File: config.mk
export PLATFORM = sky130hd
export DESIGN_NAME = sorted_table_insert_delete_flat
export DESIGN_NICKNAME = d
export VERILOG_FILES = /design/src/hdl/sti_pkg.sv /design/src/hdl/sti_if.sv /design/src/hdl/sorted_table_insert_delete.sv /design/src/hdl/sti_table.sv /design/src/flat_wrapper.sv
export SDC_FILE = /design/constraint.sdc
export NUM_CORES = 1
export LEC_CHECK = 0
export BUFFER_PORTS_ARGS = -buffer_cell sky130_fd_sc_hd__buf_2
export CAP_MARGIN = 10
export CORE_UTILIZATION = 60
export CTS_CLUSTER_SIZE = 8
export DETAILED_ROUTE_END_ITERATION = 8
export PLACE_DENSITY = 0.79
export SYNTH_ARGS = -nofsm -noshare
export SYNTH_HDL_FRONTEND = slang
export SYNTH_SLANG_ARGS = --single-unit
File: constraint.sdc
create_clock -name clock -period 9.4 [get_ports clock]
set_input_delay 1.88 -clock clock [delete_from_list [all_inputs] [get_ports clock]]
set_output_delay 1.88 -clock clock [all_outputs]
set_load 0.02 [all_outputs]
File: src/hdl/sti_pkg.sv
// ----------------------------------------------------------------------------
// sti_pkg: shared types and constants of the sorted table
// Widths, operation and status codes, controller states and the control
// group that steps the table store.
// ----------------------------------------------------------------------------
package sti_pkg;

   // table geometry
   localparam int DEPTH = 16;
   localparam int IDX_W = $clog2(DEPTH);
   localparam int CNT_W = $clog2(DEPTH + 1);

   // item field widths
   localparam int VALUE_W  = 32;
   localparam int INDEX_W  = 4;
   localparam int COUNT_W  = 5;

   // register port
   localparam int CSR_ADDR_W = 3;
   localparam int CSR_DATA_W = 32;
   localparam int CAP_W      = 5;
   localparam logic [CAP_W-1:0] CAP_RESET = 5'd16;

   // register index, taken from the word address bit
   localparam logic CSR_REG_CAPACITY = 1'b0;

   typedef enum logic [1:0] {
      OP_INSERT = 2'd0,
      OP_DELETE = 2'd1,
      OP_READ   = 2'd2,
      OP_NOP    = 2'd3
   } opcode_type;

   typedef enum logic [1:0] {
      STAT_OK        = 2'd0,
      STAT_FULL      = 2'd1,
      STAT_BAD_INDEX = 2'd2
   } status_type;

   typedef enum logic [2:0] {
      S_IDLE,
      S_INS_SCAN,
      S_INS_HEAD,
      S_DEL_SCAN,
      S_RD_WAIT
   } state_type;

   // one read and one write of the table per cycle
   typedef struct packed {
      logic                      rd_en;
      logic [IDX_W-1:0]          rd_addr;
      logic                      wr_en;
      logic [IDX_W-1:0]          wr_addr;
      logic signed [VALUE_W-1:0] wr_data;
   } tbl_ctrl_type;

   // shared comparator flags, entry against the key
   typedef struct packed {
      logic less;
      logic equal;
   } cmp_type;

endpackage

File: src/hdl/sti_if.sv
// ----------------------------------------------------------------------------
// sti_if: item channels of the sorted table
// Request channel with operation, value and index; response channel with
// count, read value and status. Valid/ready handshake.
// ----------------------------------------------------------------------------
interface sti_req_if;
   logic                               valid;
   logic                               ready;
   sti_pkg::opcode_type                opcode;
   logic signed [sti_pkg::VALUE_W-1:0] value;
   logic [sti_pkg::INDEX_W-1:0]        index;

   modport source (output valid, opcode, value, index, input ready);
   modport sink   (input valid, opcode, value, index, output ready);
endinterface

interface sti_rsp_if;
   logic                               valid;
   logic                               ready;
   logic [sti_pkg::COUNT_W-1:0]        count;
   logic signed [sti_pkg::VALUE_W-1:0] read_value;
   sti_pkg::status_type                status;

   modport source (output valid, count, read_value, status, input ready);
   modport sink   (input valid, count, read_value, status, output ready);
endinterface

File: src/hdl/sorted_table_insert_delete.sv
// An insert with room into a non-empty table scans back through S_INS_SCAN,
// then S_INS_HEAD if the value goes first; delete scans min(count, usable
// capacity) entries; read waits in S_RD_WAIT; others finish on acceptance.
// Throughput: one item at a time, the next item is accepted in the cycle its
// result is taken; the scan moves one entry per cycle through the memory port.
// Reset clears the count and the result valid and sets capacity to 16.
// ----------------------------------------------------------------------------
// sorted_table_insert_delete: ascending table of signed values
// Insert keeps order by shifting entries not below it up in a backward scan,
// delete compacts in a forward scan, read returns one entry.
// ----------------------------------------------------------------------------
module sorted_table_insert_delete (
   input  logic                             clock,
   input  logic                             reset,
   sti_req_if.sink                          req_chan,
   sti_rsp_if.source                        rsp_chan,
   input  logic                             csr_psel,
   input  logic                             csr_penable,
   input  logic                             csr_pwrite,
   input  logic [sti_pkg::CSR_ADDR_W-1:0]   csr_paddr,
   input  logic [sti_pkg::CSR_DATA_W-1:0]   csr_pwdata,
   output logic [sti_pkg::CSR_DATA_W-1:0]   csr_prdata,
   output logic                             csr_pready
);
   import sti_pkg::*;

   state_type                 state_ff, state_in;
   logic [CAP_W-1:0]          cap_ff, cap_in;
   logic [CNT_W-1:0]          count_ff, count_in;
   logic [IDX_W-1:0]          ptr_ff, ptr_in;
   logic [IDX_W-1:0]          last_ff, last_in;
   logic [CNT_W-1:0]          kept_ff, kept_in;
   logic signed [VALUE_W-1:0] value_ff, value_in;

   logic                      rsp_valid_ff, rsp_valid_in;
   logic [COUNT_W-1:0]        rsp_count_ff, rsp_count_in;
   logic signed [VALUE_W-1:0] rsp_read_value_ff, rsp_read_value_in;
   status_type                rsp_status_ff, rsp_status_in;

   tbl_ctrl_type              ctrl;
   cmp_type                   cmp;
   logic signed [VALUE_W-1:0] rd_data;

   logic                      req_accept;
   logic                      rsp_take;
   logic                      csr_write;
   logic [CNT_W-1:0]          ucap;
   logic [CNT_W-1:0]          lim;
   logic [CNT_W-1:0]          kept_next;
   logic                      finish;
   status_type                fin_status;
   logic signed [VALUE_W-1:0] fin_rd;

   // entry store with the shared comparator
   sti_table u_table (
      .clock   (clock),
      .ctrl    (ctrl),
      .key     (value_ff),
      .rd_data (rd_data),
      .cmp     (cmp)
   );

   // handshakes
   assign req_chan.ready = (state_ff == S_IDLE) && (!rsp_valid_ff || rsp_chan.ready);
   assign req_accept     = req_chan.valid && req_chan.ready;
   assign rsp_take       = rsp_valid_ff && rsp_chan.ready;

   assign rsp_chan.valid      = rsp_valid_ff;
   assign rsp_chan.count      = rsp_count_ff;
   assign rsp_chan.read_value = rsp_read_value_ff;
   assign rsp_chan.status     = rsp_status_ff;

   // capacity register
   assign csr_pready = 1'b1;
   assign csr_write  = csr_psel && csr_penable && csr_pwrite && csr_pready
                       && (csr_paddr[CSR_ADDR_W-1] == CSR_REG_CAPACITY);
   assign cap_in     = csr_write ? csr_pwdata[CAP_W-1:0] : cap_ff;
   assign csr_prdata = (csr_paddr[CSR_ADDR_W-1] == CSR_REG_CAPACITY)
                       ? CSR_DATA_W'(cap_ff) : '0;

   // usable capacity and delete scan limit
   assign ucap = (32'(cap_ff) >= DEPTH) ? CNT_W'(DEPTH) : CNT_W'(cap_ff);
   assign lim  = (count_ff < ucap) ? count_ff : ucap;

   // sequencer
   always_comb begin
      state_in      = state_ff;
      count_in      = count_ff;
      ptr_in        = ptr_ff;
      last_in       = last_ff;
      kept_in       = kept_ff;
      kept_next     = kept_ff;
      value_in      = value_ff;
      ctrl          = '0;
      ctrl.wr_data  = value_ff;
      finish        = 1'b0;
      fin_status    = STAT_OK;
      fin_rd        = '0;

      unique case (state_ff)
         S_IDLE: begin
            if (req_accept) begin
               value_in = req_chan.value;
               unique case (req_chan.opcode)
                  OP_INSERT: begin
                     if (count_ff >= ucap) begin
                        finish     = 1'b1;
                        fin_status = STAT_FULL;
                     end else if (count_ff == '0) begin
                        ctrl.wr_en   = 1'b1;
                        ctrl.wr_addr = '0;
                        ctrl.wr_data = req_chan.value;
                        count_in     = count_ff + CNT_W'(1);
                        finish       = 1'b1;
                     end else begin
                        ctrl.rd_en   = 1'b1;
                        ctrl.rd_addr = IDX_W'(count_ff - CNT_W'(1));
                        ptr_in       = IDX_W'(count_ff - CNT_W'(1));
                        state_in     = S_INS_SCAN;
                     end
                  end
                  OP_DELETE: begin
                     if (lim == '0) begin
                        count_in = '0;
                        finish   = 1'b1;
                     end else begin
                        ctrl.rd_en   = 1'b1;
                        ctrl.rd_addr = '0;
                        ptr_in       = '0;
                        last_in      = IDX_W'(lim - CNT_W'(1));
                        kept_in      = '0;
                        state_in     = S_DEL_SCAN;
                     end
                  end
                  OP_READ: begin
                     if ((32'(req_chan.index) < 32'(count_ff))
                         && (32'(req_chan.index) < DEPTH)) begin
                        ctrl.rd_en   = 1'b1;
                        ctrl.rd_addr = IDX_W'(req_chan.index);
                        state_in     = S_RD_WAIT;
                     end else begin
                        finish     = 1'b1;
                        fin_status = STAT_BAD_INDEX;
                     end
                  end
                  default: begin
                     finish = 1'b1;
                  end
               endcase
            end
         end

         // backward scan: shift entries not below the value up until the slot is found
         S_INS_SCAN: begin
            ctrl.wr_en   = 1'b1;
            ctrl.wr_addr = ptr_ff + IDX_W'(1);
            if (cmp.less) begin
               ctrl.wr_data = value_ff;
               count_in     = count_ff + CNT_W'(1);
               finish       = 1'b1;
               state_in     = S_IDLE;
            end else begin
               ctrl.wr_data = rd_data;
               if (ptr_ff == '0) begin
                  state_in = S_INS_HEAD;
               end else begin
                  ctrl.rd_en   = 1'b1;
                  ctrl.rd_addr = ptr_ff - IDX_W'(1);
                  ptr_in       = ptr_ff - IDX_W'(1);
               end
            end
         end

         // new value goes to the front
         S_INS_HEAD: begin
            ctrl.wr_en   = 1'b1;
            ctrl.wr_addr = '0;
            ctrl.wr_data = value_ff;
            count_in     = count_ff + CNT_W'(1);
            finish       = 1'b1;
            state_in     = S_IDLE;
         end

         // forward scan: keep unequal entries packed from the bottom
         S_DEL_SCAN: begin
            if (!cmp.equal) begin
               ctrl.wr_en   = 1'b1;
               ctrl.wr_addr = IDX_W'(kept_ff);
               ctrl.wr_data = rd_data;
               kept_next    = kept_ff + CNT_W'(1);
            end
            kept_in = kept_next;
            if (ptr_ff == last_ff) begin
               count_in = kept_next;
               finish   = 1'b1;
               state_in = S_IDLE;
            end else begin
               ctrl.rd_en   = 1'b1;
               ctrl.rd_addr = ptr_ff + IDX_W'(1);
               ptr_in       = ptr_ff + IDX_W'(1);
            end
         end

         S_RD_WAIT: begin
            fin_rd   = rd_data;
            finish   = 1'b1;
            state_in = S_IDLE;
         end

         default: begin
            state_in = S_IDLE;
         end
      endcase
   end

   // result register
   always_comb begin
      rsp_valid_in      = rsp_valid_ff && !rsp_take;
      rsp_count_in      = rsp_count_ff;
      rsp_read_value_in = rsp_read_value_ff;
      rsp_status_in     = rsp_status_ff;
      if (finish) begin
         rsp_valid_in      = 1'b1;
         rsp_count_in      = COUNT_W'(count_in);
         rsp_read_value_in = fin_rd;
         rsp_status_in     = fin_status;
      end
   end

   // control state
   always_ff @(posedge clock) begin
      if (reset) begin
         state_ff     <= S_IDLE;
         cap_ff       <= CAP_RESET;
         count_ff     <= '0;
         rsp_valid_ff <= 1'b0;
      end else begin
         state_ff     <= state_in;
         cap_ff       <= cap_in;
         count_ff     <= count_in;
         rsp_valid_ff <= rsp_valid_in;
      end
   end

   // payload and scan registers
   always_ff @(posedge clock) begin
      ptr_ff            <= ptr_in;
      last_ff           <= last_in;
      kept_ff           <= kept_in;
      value_ff          <= value_in;
      rsp_count_ff      <= rsp_count_in;
      rsp_read_value_ff <= rsp_read_value_in;
      rsp_status_ff     <= rsp_status_in;
   end

endmodule

File: src/hdl/sti_table.sv
// ----------------------------------------------------------------------------
// sti_table: entry store and shared comparator
// One write and one registered read per cycle; the read word is compared
// against the key of the item in progress.
// ----------------------------------------------------------------------------
module sti_table (
   input  logic                               clock,
   input  sti_pkg::tbl_ctrl_type              ctrl,
   input  logic signed [sti_pkg::VALUE_W-1:0] key,
   output logic signed [sti_pkg::VALUE_W-1:0] rd_data,
   output sti_pkg::cmp_type                   cmp
);
   import sti_pkg::*;

   logic signed [VALUE_W-1:0] entries_ff [DEPTH];
   logic signed [VALUE_W-1:0] rd_data_ff;

   // entry memory with registered read
   always_ff @(posedge clock) begin
      if (ctrl.wr_en) begin
         entries_ff[ctrl.wr_addr] <= ctrl.wr_data;
      end
      if (ctrl.rd_en) begin
         rd_data_ff <= entries_ff[ctrl.rd_addr];
      end
   end

   assign rd_data = rd_data_ff;

   // signed compare shared by insert and delete scans
   assign cmp.less  = rd_data_ff < key;
   assign cmp.equal = rd_data_ff == key;

endmodule

File: src/flat_wrapper.sv
// flat-port wrapper written by rule: the top's interface ports become plain ports
module sorted_table_insert_delete_flat import sti_pkg::*;
  (clock, reset, csr_psel, csr_penable, csr_pwrite, csr_paddr, csr_pwdata, csr_prdata, csr_pready, req_chan_valid, req_chan_opcode, req_chan_value, req_chan_index, req_chan_ready, rsp_chan_valid, rsp_chan_count, rsp_chan_read_value, rsp_chan_status, rsp_chan_ready);
  sti_req_if req_chan_i ();
  sti_rsp_if rsp_chan_i ();
  input  logic clock;
  input  logic reset;
  input  logic csr_psel;
  input  logic csr_penable;
  input  logic csr_pwrite;
  input  logic [sti_pkg::CSR_ADDR_W-1:0] csr_paddr;
  input  logic [sti_pkg::CSR_DATA_W-1:0] csr_pwdata;
  output logic [sti_pkg::CSR_DATA_W-1:0] csr_prdata;
  output logic csr_pready;
  input wire logic [$bits(req_chan_i.valid)-1:0] req_chan_valid;
  input wire logic [$bits(req_chan_i.opcode)-1:0] req_chan_opcode;
  input wire logic [$bits(req_chan_i.value)-1:0] req_chan_value;
  input wire logic [$bits(req_chan_i.index)-1:0] req_chan_index;
  output wire logic [$bits(req_chan_i.ready)-1:0] req_chan_ready;
  output wire logic [$bits(rsp_chan_i.valid)-1:0] rsp_chan_valid;
  output wire logic [$bits(rsp_chan_i.count)-1:0] rsp_chan_count;
  output wire logic [$bits(rsp_chan_i.read_value)-1:0] rsp_chan_read_value;
  output wire logic [$bits(rsp_chan_i.status)-1:0] rsp_chan_status;
  input wire logic [$bits(rsp_chan_i.ready)-1:0] rsp_chan_ready;
  assign req_chan_i.valid = req_chan_valid;
  assign req_chan_i.opcode = req_chan_opcode;
  assign req_chan_i.value = req_chan_value;
  assign req_chan_i.index = req_chan_index;
  assign req_chan_ready = req_chan_i.ready;
  assign rsp_chan_valid = rsp_chan_i.valid;
  assign rsp_chan_count = rsp_chan_i.count;
  assign rsp_chan_read_value = rsp_chan_i.read_value;
  assign rsp_chan_status = rsp_chan_i.status;
  assign rsp_chan_i.ready = rsp_chan_ready;
  sorted_table_insert_delete u_core (.clock(clock), .reset(reset), .req_chan(req_chan_i), .rsp_chan(rsp_chan_i), .csr_psel(csr_psel), .csr_penable(csr_penable), .csr_pwrite(csr_pwrite), .csr_paddr(csr_paddr), .csr_pwdata(csr_pwdata), .csr_prdata(csr_prdata), .csr_pready(csr_pready));
endmodule
==> Word-level counts from Yosys, hierarchy flattened <==
Memory sizes are Yosys's and may differ from the RTL's. A register that Yosys moved wholly into a read port is not among the register bits.
Index checks and enable logic that the tools add are counted.
{ "op_classes": {"n_addsub": 6, "magnitude_cmp": 5, "eq_ne": 22, "muxes": 65, "bitwise_logic": 2, "n_reduce_logical": 23} }
{ "op_table": {"columns": ["op", "count"], "rows": [
  ["37-bit one-hot mux with 4 select lines", 1],
  ["37-bit 2-to-1 mux", 3],
  ["5-bit 2-to-1 mux", 19],
  ["42-bit 2-to-1 mux", 2],
  ["32-bit == test", 1],
  ["32-bit < comparator", 1],
  ["32-bit 2-to-1 mux", 1],
  ["5-bit one-hot mux with 3 select lines", 2],
  ["4-bit 2-to-1 mux", 7],
  ["3-bit 2-to-1 mux", 8],
  ["5-bit one-hot mux with 2 select lines", 2],
  ["5-bit one-hot mux with 4 select lines", 1],
  ["3-bit one-hot mux with 3 select lines", 2],
  ["3-bit != test, second input constant", 5],
  ["4-bit one-hot mux with 3 select lines", 1],
  ["4-bit by 1-bit subtractor with 4-bit output, second input constant", 3],
  ["1-bit 2-to-1 mux", 11],
  ["5-bit by 1-bit adder with 5-bit output, second input constant", 2],
  ["5-bit logical NOT", 2],
  ["2-bit != test, second input constant", 5],
  ["9-bit AND reduction", 1],
  ["4-bit one-hot mux with 2 select lines", 1],
  ["4-bit AND reduction", 2],
  ["8-bit AND reduction", 1],
  ["other kinds (29)", 39]
]} }
{ "word_totals": {"ff_bits": 98, "mem_bits_rw": 512, "inputBits": 80, "out_inout_bits": 74, "n_memories": 1} }
{ "memory_table": {"columns": ["name", "depth", "width", "read_ports", "rd_clocked_by_memory_dff", "write_ports", "line", "rtl"], "rows": [
  ["u_core.u_table.entries_ff", 16, 32, 1, 1, 1, "sti_table.sv:15", "logic signed [VALUE_W-1:0] entries_ff [DEPTH];"]
]} }

==> Logic depth before layout (Yosys ltp) <==
{ "depth": {"depth_word": 11, "ltp_mapped": 15} }

==> Cells and area by module <==
Synthesis repeated with hierarchy kept, for this count alone.
{ "unflattened": {"hier_cells": 1418, "area_unflattened_um2": 26824.5} }
{ "by_module_without_submodules": {"columns": ["mod", "instances", "cells_each", "area_per_inst_um2", "seq_area_each_um2"], "rows": [
  ["sti_table", 1, 878, 21144.0, 16335.7],
  ["sorted_table_insert_delete", 1, 540, 5680.4, 2802.7]
]} }

==> Least setup slack after synthesis <==
Ideal clock, no wire load.
{ "synth_path": {"path_kind": "input to register", "from": "input rsp_chan_ready", "to": "memory u_core.u_table.entries_ff[0][0], enable pin", "setup_time_ns": 0.421, "t_arrival_ns": 4.813, "required_ns": 8.979, "setup_slack_ns": 4.166, "cell_stages": 9, "n_path_buf": 1, "path_cell_list": "nand2b_1 > nand4_1 > a2111oi_4 > nor2b_1 > clkbuf_1 > nor3_1 > o21ai_0 > o31ai_1 > nor2_1"} }
{ "synth_via": {"elab_chain_cells": 7} }
{ "synth_lines": {"columns": ["item", "line", "rtl"], "rows": [
  ["from (decl)", "flat_wrapper.sv:24", "input wire logic [$bits(rsp_chan_i.ready)-1:0] rsp_chan_ready;"],
  ["1-bit logical OR *", "sorted_table_insert_delete.sv:64", "assign req_chan.ready = (state_ff == S_IDLE) && (!rsp_valid_ff || rsp_chan.ready);"],
  ["1-bit logical AND *", "sorted_table_insert_delete.sv:64", null],
  ["1-bit logical AND *", "sorted_table_insert_delete.sv:65", "assign req_accept = req_chan.valid && req_chan.ready;"],
  ["42-bit 2-to-1 mux *", "sorted_table_insert_delete.sv:102", "if (req_accept) begin"],
  ["37-bit one-hot mux with 4 select lines *", "sorted_table_insert_delete.sv:100", "unique case (state_ff)"],
  ["1-bit 2-to-1 mux", "sti_table.sv:20", "if (ctrl.wr_en) begin"],
  ["1-bit 2-to-1 mux (implied by the code)", "sti_table.sv:21", "entries_ff[ctrl.wr_addr] <= ctrl.wr_data;"],
  ["to (decl)", "sti_table.sv:15", null]
]} }
Mark *: on every way between the ends. The rest lies on a longest branch, timed or not.

==> Final worst setup path <==
{ "layout_path": {"from": "register u_core.u_table.rd_data_ff[15], in the netlist u_core.u_table.rd_data[15] (read register of u_core.u_table.entries_ff)", "to": "register u_core.u_table.rd_data_ff[14], in the netlist u_core.u_table.rd_data[14] (read register of u_core.u_table.entries_ff), data pin"} }
{ "layout_via": {"elab_chain_cells": 3} }
{ "layout_lines": {"columns": ["item", "line", "rtl"], "rows": [
  ["from (decl)", "sti_table.sv:16", "logic signed [VALUE_W-1:0] rd_data_ff;"],
  ["32-bit < comparator", "sti_table.sv:31", "assign cmp.less = rd_data_ff < key;"],
  ["5-bit 2-to-1 mux", "sorted_table_insert_delete.sv:157", "if (cmp.less) begin"],
  ["5-bit one-hot mux with 3 select lines", "sorted_table_insert_delete.sv:100", null]
]} }
Every way passes these cells.
A chain may end at the register's enable or synchronous reset.

==> summary.md <==
| Metric | Value |
|---|---|
| Fin crit period | around 5.8 ns |
| Syn Area/Cell | 14.7 um^2 |
| Post_cts resized | 0 |
| CTS tree | yes |
| Crit path required time | 9.72 ns |
| GRT Overall Usage | 0.301 |
| Post-synthesis sequential area ratio | 0.682 |
| Starting Density | 0.613 |
| # IOs | between 150 and 200 |
| Synth warnings | 0 |
| RSZ-0062 raised after global routing | false |
| Slowest CP cell | nor4_1 |
| Static Leak | roughly 12 nW |
| Via Count | approximately 18000 |
| CTS Buf Count | 90 |
| CP max stage delay | slightly above 1 ns |
| Cts hold-fix bufs | 0 |
| Clock latency on the worst-skew pair | just over 0.6 ns |
| Vias per inst | approximately 7 |
| Setup violators final | 0 |
| CTS Buffer Depth | 3 |
| Top Family by Delay on Critical Path | simple AND/OR/NAND/NOR gates |
| Count of final hold-check violations | 0 |
| DRT Pass-1 Iters | 6 |
| Synth cell types | 73 |
| Clock slew at reported path FFs | roughly 0.06 ns |
| Layout Nets | roughly 2100 |
| Row cnt | 78 |
| CP endpoint kind | flop |
| Worst Setup SP | u_core.u_table.rd_data[15] |
| Hold path startpoint | u_core.cap_ff[4] |
| Synth Flop Type | edfxtp_1 |
| Overall die width | ~220 um |
| Clock Skew | roughly 0.024 ns |
| Antenna Violating Nets Remaining | 0 |
| CP Launch Type | flop |
| Synth Cell Area | between 20000 and 30000 um^2 |
| Initial antenna violation count | 0 |
| Maxcap violations | 0 |
| Area grow syn2layout | 12.3% |
| Hpwl dp | 38700 um |
| Final Max Tran Viols | 0 |
| # diodes | 0 |
| Critical path, cell by cell | ha_1 -> nand4_1 -> nor4_1 -> a21boi_1 -> o31a_2 -> o31a_2 -> buf_4 -> nor2_1 -> nand2_1 -> buf_4 -> o22a_1 -> o2111ai_1 |
| Die height | roughly 220 um |
| Htree depth | 3 |
| Crit Path Category | flop to flop |
| Post-Route Setup TNS | 0 ns |
| VDD IR-drop max | around 0.17 mV |
| CTS Sinks | ~640 |
| First-iteration detailed-routing DRC count | 2152 |
| DRC Markers | 0 |
| Flops & latches, synth | about 640 |
| Fin util | 0.689 |
| Worst-path fanout max | 97 |
| EDFF count, synth | 628 |
| Fillers | 2978 |
| Port Buf Inserts | 96 |
| Final GP Congestion | 0.887 |
| RR Startpoint | u_core.u_table.rd_data[15] |
| Slew HR | 0.220 |
| Global-route wire length before repair | between 100000 and 150000 um |
| Ys async rst share | 0 |
| Status | complete, no violations |
| Share of cells above drive strength 1 | 0.173 |
| Buf/Inv on CP | 2 |
| Routed WL per cell | 27.0 um |
| Final period utilization | 0.612 |
| Post-CTS setup repair buffer count | 0 |
| Root buffer cell | clkbuf_16 |
| FF/Latch Area | 19100 um^2 |
| Core area | around 46000 um^2 |
| Hold crit path type | flop to flop |
| GRT Residual Overflow | 0 |
| Fmax | about 0.17 GHz |
| Drt total wl | roughly 71000 um |
| Worst slew pin tran | between 1 and 1.5 ns |
| Largest net degree at the start of global routing | roughly 160 |
| Vias in the first global route | around 18000 |
| Pwr/cell area | between 200 and 250 nW/um^2 |
| Arrival time worst endpoint | around 6 ns |
| DIE AREA | ~48000 um^2 |
| Multi-input logic area | between 8000 and 9000 um^2 |
| Post-Syn Instances | between 1500 and 2000 |
-- through the flow --
step	instances	hold WS (ns)	setup WS, ns	cell area (um^2)	power (mW)
CTS	2635	0.532	3.69	31500	7.38
finish	2635	0.533	3.65	31500	7.38
floorplan	1941	0.470	4.17	28200	4.21
global placement	2523	0.511	3.26	29100	4.52
global route	2635	0.563	3.51	31500	7.58
detailed placement	2523	0.519	3.24	29100	4.56
-- registers in the layout, summed over array words and instances, names as in the netlist --
register	flops
u_core.u_table.rd_data	32
u_core.state_ff	3
u_core.rsp_chan.count	5
u_core.u_table.entries_ff	512
u_core.rsp_chan.valid	1
u_core.kept_ff	5
u_core.count_ff	5
u_core.ptr_ff	4
u_core.last_ff	4
u_core.value_ff	32
u_core.rsp_chan.read_value	32
u_core.cap_ff	5
u_core.rsp_chan.status	2
-- power breakdown --
part / switching, mW / internal, mW / leakage [nW] / total [mW]
sequential: 0.0682 / 3.46 / 5.85 / 3.53
clock: 1.11 / 1.73 / 1.17 / 2.84
combinational: 0.720 / 0.290 / 4.54 / 1.01
-- Yosys cell counts (4+ instances only) --
| library cell | count | area share |
|---|---|---|
| o21a_1 | 4 | 0.0011 |
| nor3_1 | 11 | 0.0020 |
| a31oi_1 | 6 | 0.0013 |
| mux2_2 | 37 | 0.015 |
| nand4_1 | 8 | 0.0018 |
| o2111ai_1 | 32 | 0.010 |
| buf_4 | 36 | 0.0096 |
| nand2b_1 | 5 | 0.0011 |
| edfxtp_1 | 628 | 0.67 |
| xnor2_1 | 6 | 0.0019 |
| and3_1 | 34 | 0.0076 |
| a22oi_1 | 4 | 0.0011 |
| mux2_4 | 11 | 0.0059 |
| inv_1 | 83 | 0.011 |
| a2111oi_0 | 37 | 0.012 |
| o31ai_1 | 5 | 0.0013 |
| nand3_1 | 115 | 0.021 |
| mux2i_1 | 104 | 0.037 |
| a2111oi_2 | 28 | 0.015 |
| a211oi_1 | 69 | 0.018 |
| mux2_1 | 18 | 0.0072 |
| nor2b_1 | 16 | 0.0036 |
| nor3b_1 | 4 | 0.0011 |
| ha_1 | 50 | 0.022 |
| buf_1 | 6 | 0.00080 |
| nor2_1 | 49 | 0.0066 |
| and2_1 | 8 | 0.0018 |
| o21ai_0 | 117 | 0.021 |
| clkbuf_1 | 85 | 0.011 |
| buf_2 | 28 | 0.0050 |
| a21oi_1 | 29 | 0.0052 |
| xor2_1 | 15 | 0.0047 |
| o22a_1 | 33 | 0.010 |
| nand2_1 | 85 | 0.011 |
| a222oi_1 | 32 | 0.011 |
| dfxtp_1 | 14 | 0.010 |
-- cells by family after synthesis --
| kind of cell | count (synthesis) | share of synthesized area |
|---|---|---|
| flip-flops | 642 | 0.682 |
| AO/OA/AOI/OAI | 438 | 0.123 |
| AND/OR/NAND/NOR | 354 | 0.0627 |
| buffers and inverters | 238 | 0.0379 |
| multiplexers | 170 | 0.0651 |
| adder cells (fa/ha/maj) | 50 | 0.0223 |
| XOR/XNOR | 21 | 0.00656 |
| other | 2 | 0.000268 |
-- layout make-up --
class | instances | area share
flip-flops and latches | 642 | 0.607
multi-input cells | 1061 | 0.258
clock buffers | 108 | 0.0750
repair buffers | 137 | 0.0254
well taps | 600 | 0.0238
inverters | 83 | 0.00989
clock inverters | 4 | 0.00107
-- placed cells by master (no fill, tap or decap), types with 16 or more instances in the layout --
cell type    n
a2111oi_0   37
a2111oi_2   28
a211oi_1    69
a21oi_1     29
a222oi_1    32
and3_1      34
buf_2       96
buf_4       40
clkbuf_1    16
clkbuf_16   92
conb_1      28
edfxtp_1   628
ha_1        50
inv_1       81
mux2_1      18
mux2_2      37
mux2i_1    104
nand2_1     83
nand3_1    115
nor2_1      32
nor2_4      16
o2111ai_1   32
o21ai_0    117
o22a_1      32
-- path summary, 6_finish.rpt --
check / end / slack, ns / cells past startpoint
setup reg to reg: u_core.u_table.rd_data[14] / 3.65 / 12
setup / recovery: u_core.u_table.rd_data[14] / 3.65 / 12
hold reg to reg: u_core.cap_ff[4] / 0.53 / 1
hold / removal: u_core.cap_ff[4] / 0.53 / 1
-- worst reg2reg max path, delay by kind of cell, from the launching register on --
family	cells	cell delay (ns)
DFF	1	0.48
buffers and inverters	2	1.27
adders and majority gates	1	0.35
AOI/OAI and AO/OA	5	1.23
and+or+nand+nor	4	2.13
-- per-layer routing --
layer  global-route usage  vias to the layer above  routed length, um  share of wire
li1                     -                     7710                  -              -
met1                0.389                     8867              26500           0.37
met2                0.491                     1182              34700           0.49
met3               0.0557                      223               6780          0.095
met4                0.149                        0               3280          0.046
met5                    0                        -                  0              0
Note: power is estimated with default switching activity, not from simulation.
